<file path="src/design/sfm_pkg.sv">
`timescale 1ns / 1ps

package sfm_pkg;

  localparam int TABLE_DEPTH  = 256;
  localparam int COUNT_BITS   = 16;
  localparam int IDX_BITS     = $clog2(TABLE_DEPTH);
  localparam int TOT_BITS     = $clog2(TABLE_DEPTH + 1);
  localparam int SYM_BITS     = 8;
  localparam int OUT_CNT_BITS = 16;
  localparam int REM_BITS     = 9;
  localparam int ENTRY_BITS   = SYM_BITS + COUNT_BITS;

  localparam logic [COUNT_BITS-1:0] COUNT_MAX = {COUNT_BITS{1'b1}};

  localparam logic CMD_COUNT  = 1'b0;
  localparam logic CMD_REMOVE = 1'b1;

  typedef logic [SYM_BITS-1:0]   sym_t;
  typedef logic [COUNT_BITS-1:0] cnt_t;
  typedef logic [IDX_BITS-1:0]   idx_t;
  typedef logic [TOT_BITS-1:0]   tot_t;

  typedef struct packed {
    logic dv;
    logic first;
    logic max_mode;
  } scan_ctl_t;

endpackage

</file>
<file path="src/design/sfm_scan.sv">
`timescale 1ns / 1ps

module sfm_scan
  import sfm_pkg::*;
(
  input  logic      clk,
  input  scan_ctl_t ctl,
  input  sym_t      key_sym,
  input  sym_t      rd_sym,
  input  cnt_t      rd_cnt,
  input  idx_t      rd_idx,
  output logic      match,
  output cnt_t      cnt_inc,
  output idx_t      best_idx,
  output sym_t      best_sym,
  output cnt_t      best_cnt
);

  idx_t best_idx_r;
  sym_t best_sym_r;
  cnt_t best_cnt_r;
  logic take_best;

  // Strictly greater keeps the earliest entry on a tie.
  assign take_best = ctl.dv && ctl.max_mode && (ctl.first || (rd_cnt > best_cnt_r));
  assign match     = ctl.dv && !ctl.max_mode && (rd_sym == key_sym);
  assign cnt_inc   = (rd_cnt == COUNT_MAX) ? rd_cnt : rd_cnt + cnt_t'(1);

  always_ff @(posedge clk) begin
    if (take_best) begin
      best_idx_r <= rd_idx;
      best_sym_r <= rd_sym;
      best_cnt_r <= rd_cnt;
    end
  end

  assign best_idx = best_idx_r;
  assign best_sym = best_sym_r;
  assign best_cnt = best_cnt_r;

endmodule

</file>
<file path="config.mk">
export PLATFORM = sky130hd
export DESIGN_NAME = sfm_scan
export DESIGN_NICKNAME = d
export VERILOG_FILES = /design/src/design/sfm_pkg.sv /design/src/design/sfm_scan.sv
export SDC_FILE = /design/constraint.sdc
export NUM_CORES = 1
export LEC_CHECK = 0
export ABC_AREA = 1
export CORE_ASPECT_RATIO = 0.7
export CORE_MARGIN = 3
export CORE_UTILIZATION = 28
export DETAILED_ROUTE_END_ITERATION = 16
export DONT_BUFFER_PORTS = 1
export PLACE_DENSITY = 0.41
export SLEW_MARGIN = 25
export SYNTH_ARGS = -nofsm -noshare
export SYNTH_HDL_FRONTEND = slang
export SYNTH_SLANG_ARGS = --single-unit
</file>
<file path="constraint.sdc">
create_clock -name clk -period 5.7 [get_ports clk]
set_clock_uncertainty 0.1 [all_clocks]
set_input_delay 1.71 -clock clk [delete_from_list [all_inputs] [get_ports clk]]
set_output_delay 1.71 -clock clk [all_outputs]
set_load 0.02 [all_outputs]
</file>
==> impl_metrics.tcl <==
set metrics [dict create \
    outcome "complete, no violations" \
    htreeDepth 2 \
    yosysWarnings 0 \
    hold_slack_ps 1244 \
    netlist_instances 189 \
    gr-usage-met3_pct 6.071 \
    antenna_cells 0 \
    cts_root_buf "clkbuf_8" \
    route.vias.total 1331 \
    drive_gt1_share_pct 7.035 \
    cts_hold_buffers 0 \
    viasPerCell 4.590 \
    finalCritPeriodShare_pct 85.82 \
    drt_pre_antenna_iters 4 \
    finalHoldViolations 0 \
    crit_fanout 6 \
    cts_tree "yes" \
    clock_latency_ps 280 \
    grt.total_usage_pct 11.73 \
    row_count 24 \
    core_um2 6366 \
    fp.dieH_um 74.45 \
    slowest_delay_ps 390 \
    postCtsSetupRepairBufs 0 \
    post_synth.cell_area_avg_um2 9.917 \
    critPathSlowestCell "a21oi_1" \
    grtUsageMet2_pct 17.17 \
    start_kind "input pin" \
    syn_area_um2 1874 \
    relSlewSlack_pct 40.69 \
    grt_setup_unrepaired "no" \
    synth_nets 250 \
    grt_max_degree 33 \
    busiest_layer "met2" \
    wl_per_cell_um 15.65 \
    cp-end-kind "output port" \
    nFillCells 662 \
    port_buffers 0 \
    cp.arrival_ps 3080 \
    cp_cell_sequence "ha_1, nand3_1, nor3_4, nand3_2, nor2_4, nor2_1, a21oi_1" \
    yosys_register_bits 32 \
    cp_data_required_time_ps 3890 \
    clk_pin_slew_worst_paths_ps 70 \
    clkSinkCount 32 \
    worst_ir_drop_vdd_uv 82.28 \
    p_per_area_nw_per_um2 263.5 \
    cts_buffer_depth 2 \
    die_w_um 103.8 \
    dpl.hpwl_mm 3.585 \
    grt_pass1_wl_mm 6.962 \
    cts_buffers 5 \
    antenna_found_initial 0 \
    drc_errors 0 \
    final_net_count 259 \
    place.gp.congestion 0.7466 \
    met1_usage_pct 14.82 \
    dieArea_um2 7727 \
    grt_pass1_vias 1345 \
    cts_resized 0 \
    synthDistinctLibCells 21 \
    setup_violations 0 \
    area_growth_syn_to_layout_pct 14.22 \
    initial_core_util_pct 29.44 \
    criticalPathCategory "input pin to output port" \
    pin_count 93 \
    crit_family "simple AND/OR/NAND/NOR gates" \
    p_leak_nw 0.8843 \
    drv_slew 0 \
    dr.first_iter.drc_count 90 \
    worstHoldPathType "flip-flop to flip-flop" \
    cap_violations 0 \
    worst_pin_slew_ps 881.5 \
    routed_wl_mm 4.539 \
    fin_setup_tns_ps 0 \
    fmax_mhz 204.4 \
    worst-path-buf-inv 0 \
    min_period_ps 4892 \
    synth_seq_area_share_pct 51.27 \
    grt_overflow_total 0 \
    ant_nets 0 \
]
==> layout make-up <==
| class | instances | area (um^2) | share of cell area (%) |
|---|---|---|---|
| Sequential cell | 32 | 960.9 | 44.89 |
| Multi-Input combinational cell | 127 | 812.0 | 37.93 |
| Tap cell | 91 | 113.9 | 5.319 |
| Inverter | 30 | 112.6 | 5.260 |
| Clock buffer | 5 | 68.82 | 3.214 |
| Clock inverter | 3 | 37.54 | 1.753 |
| Timing Repair Buffer | 2 | 35.03 | 1.636 |
==> worst register-to-register path: cells and delay by family (launching register included) <==
kind | cells | cell delay, ps
compound gates | 1 | 430
buf+inv | 2 | 310
fa+ha+maj | 1 | 320
flops | 1 | 480
simple gates | 5 | 590
==> stage by stage <==
step	cell area, um^2	total power, W	cells	setup WS [ps]	util [%]
global route	2141	0.0005966	290	711.7	33.63
finish	2141	0.0005641	290	808.5	33.63
global placement	2007	0.0003535	281	848.7	31.53
detailed placement	2007	0.0003541	281	794.8	31.53
CTS	2113	0.0005695	289	796.4	33.20
floorplan	1874	0.0003404	189	1023	-
==> registers in the layout, indices dropped and copies added, names as in the netlist <==
name / count
best_idx: 8
best_sym: 8
best_cnt: 16
==> path summary, 6_finish.rpt <==
path	endpoint	slack (ps)	start	cells past startpoint
setup / recovery	cnt_inc[8]	810	rd_cnt[0]	7
hold / removal	best_sym[2]	1240	best_cnt[0]	6
setup reg to reg	best_idx[1]	3170	best_cnt[11]	9
hold reg to reg	best_sym[2]	1240	best_cnt[0]	6
==> metal layers <==
metal	wire (um)	vias up
met5	0	-
met4	51	0
met3	471	4
met2	1987	55
met1	2029	618
li1	-	654
==> where the power goes <==
group | total (W) | switching [W] | internal [W]
logic | 0.0000625 | 0.0000396 | 0.0000230
registers | 0.000288 | 0.0000160 | 0.000272
clock network | 0.000214 | 0.0000865 | 0.000127
==> layout by cell type, fill, tap and decap left out <==
cell type,count
edfxtp_1,32
bufinv_16,1
or2_2,2
nand3b_1,1
a21oi_1,8
nand3_1,12
xor2_1,5
nor2_1,14
o21ai_1,2
nand2_1,36
buf_4,1
a21o_1,1
nor3_4,1
clkinv_1,2
xnor2_1,11
nand3_2,1
nand4_1,6
nor3_1,3
a21oi_4,1
clkbuf_8,5
buf_16,1
nor2_4,1
inv_1,30
or2_1,1
o21ai_0,3
nor4_1,1
ha_1,17
==> cell families (layout without fill, tap and decap cells) <==
logic type	after synthesis	count (layout)	share of synthesized area [%]
buffers and inverters	30	40	6.008
flip-flops	32	32	51.27
AO/OA/AOI/OAI	15	15	4.139
AND/OR/NAND/NOR	79	79	19.76
adder cells (fa/ha/maj)	17	17	11.35
XOR/XNOR	16	16	7.476
==> synth_stat cells <==
master	number	share of area, %
nor2_4	1	0.60
ha_1	17	11
a21o_1	1	0.40
o21ai_1	2	0.53
nand3_1	12	3.2
nand3_2	1	0.53
xnor2_1	11	5.1
a21oi_1	9	2.4
inv_1	30	6.0
nor4_1	1	0.33
nor3_4	1	0.87
o21ai_0	3	0.80
nor2_1	14	2.8
nand3b_1	1	0.40
nand4_1	6	2.0
nor3_1	3	0.80
xor2_1	5	2.3
edfxtp_1	32	51
or2_2	2	0.67
nand2_1	36	7.2
or2_1	1	0.33
Note: power is estimated with default switching activity, not from simulation.
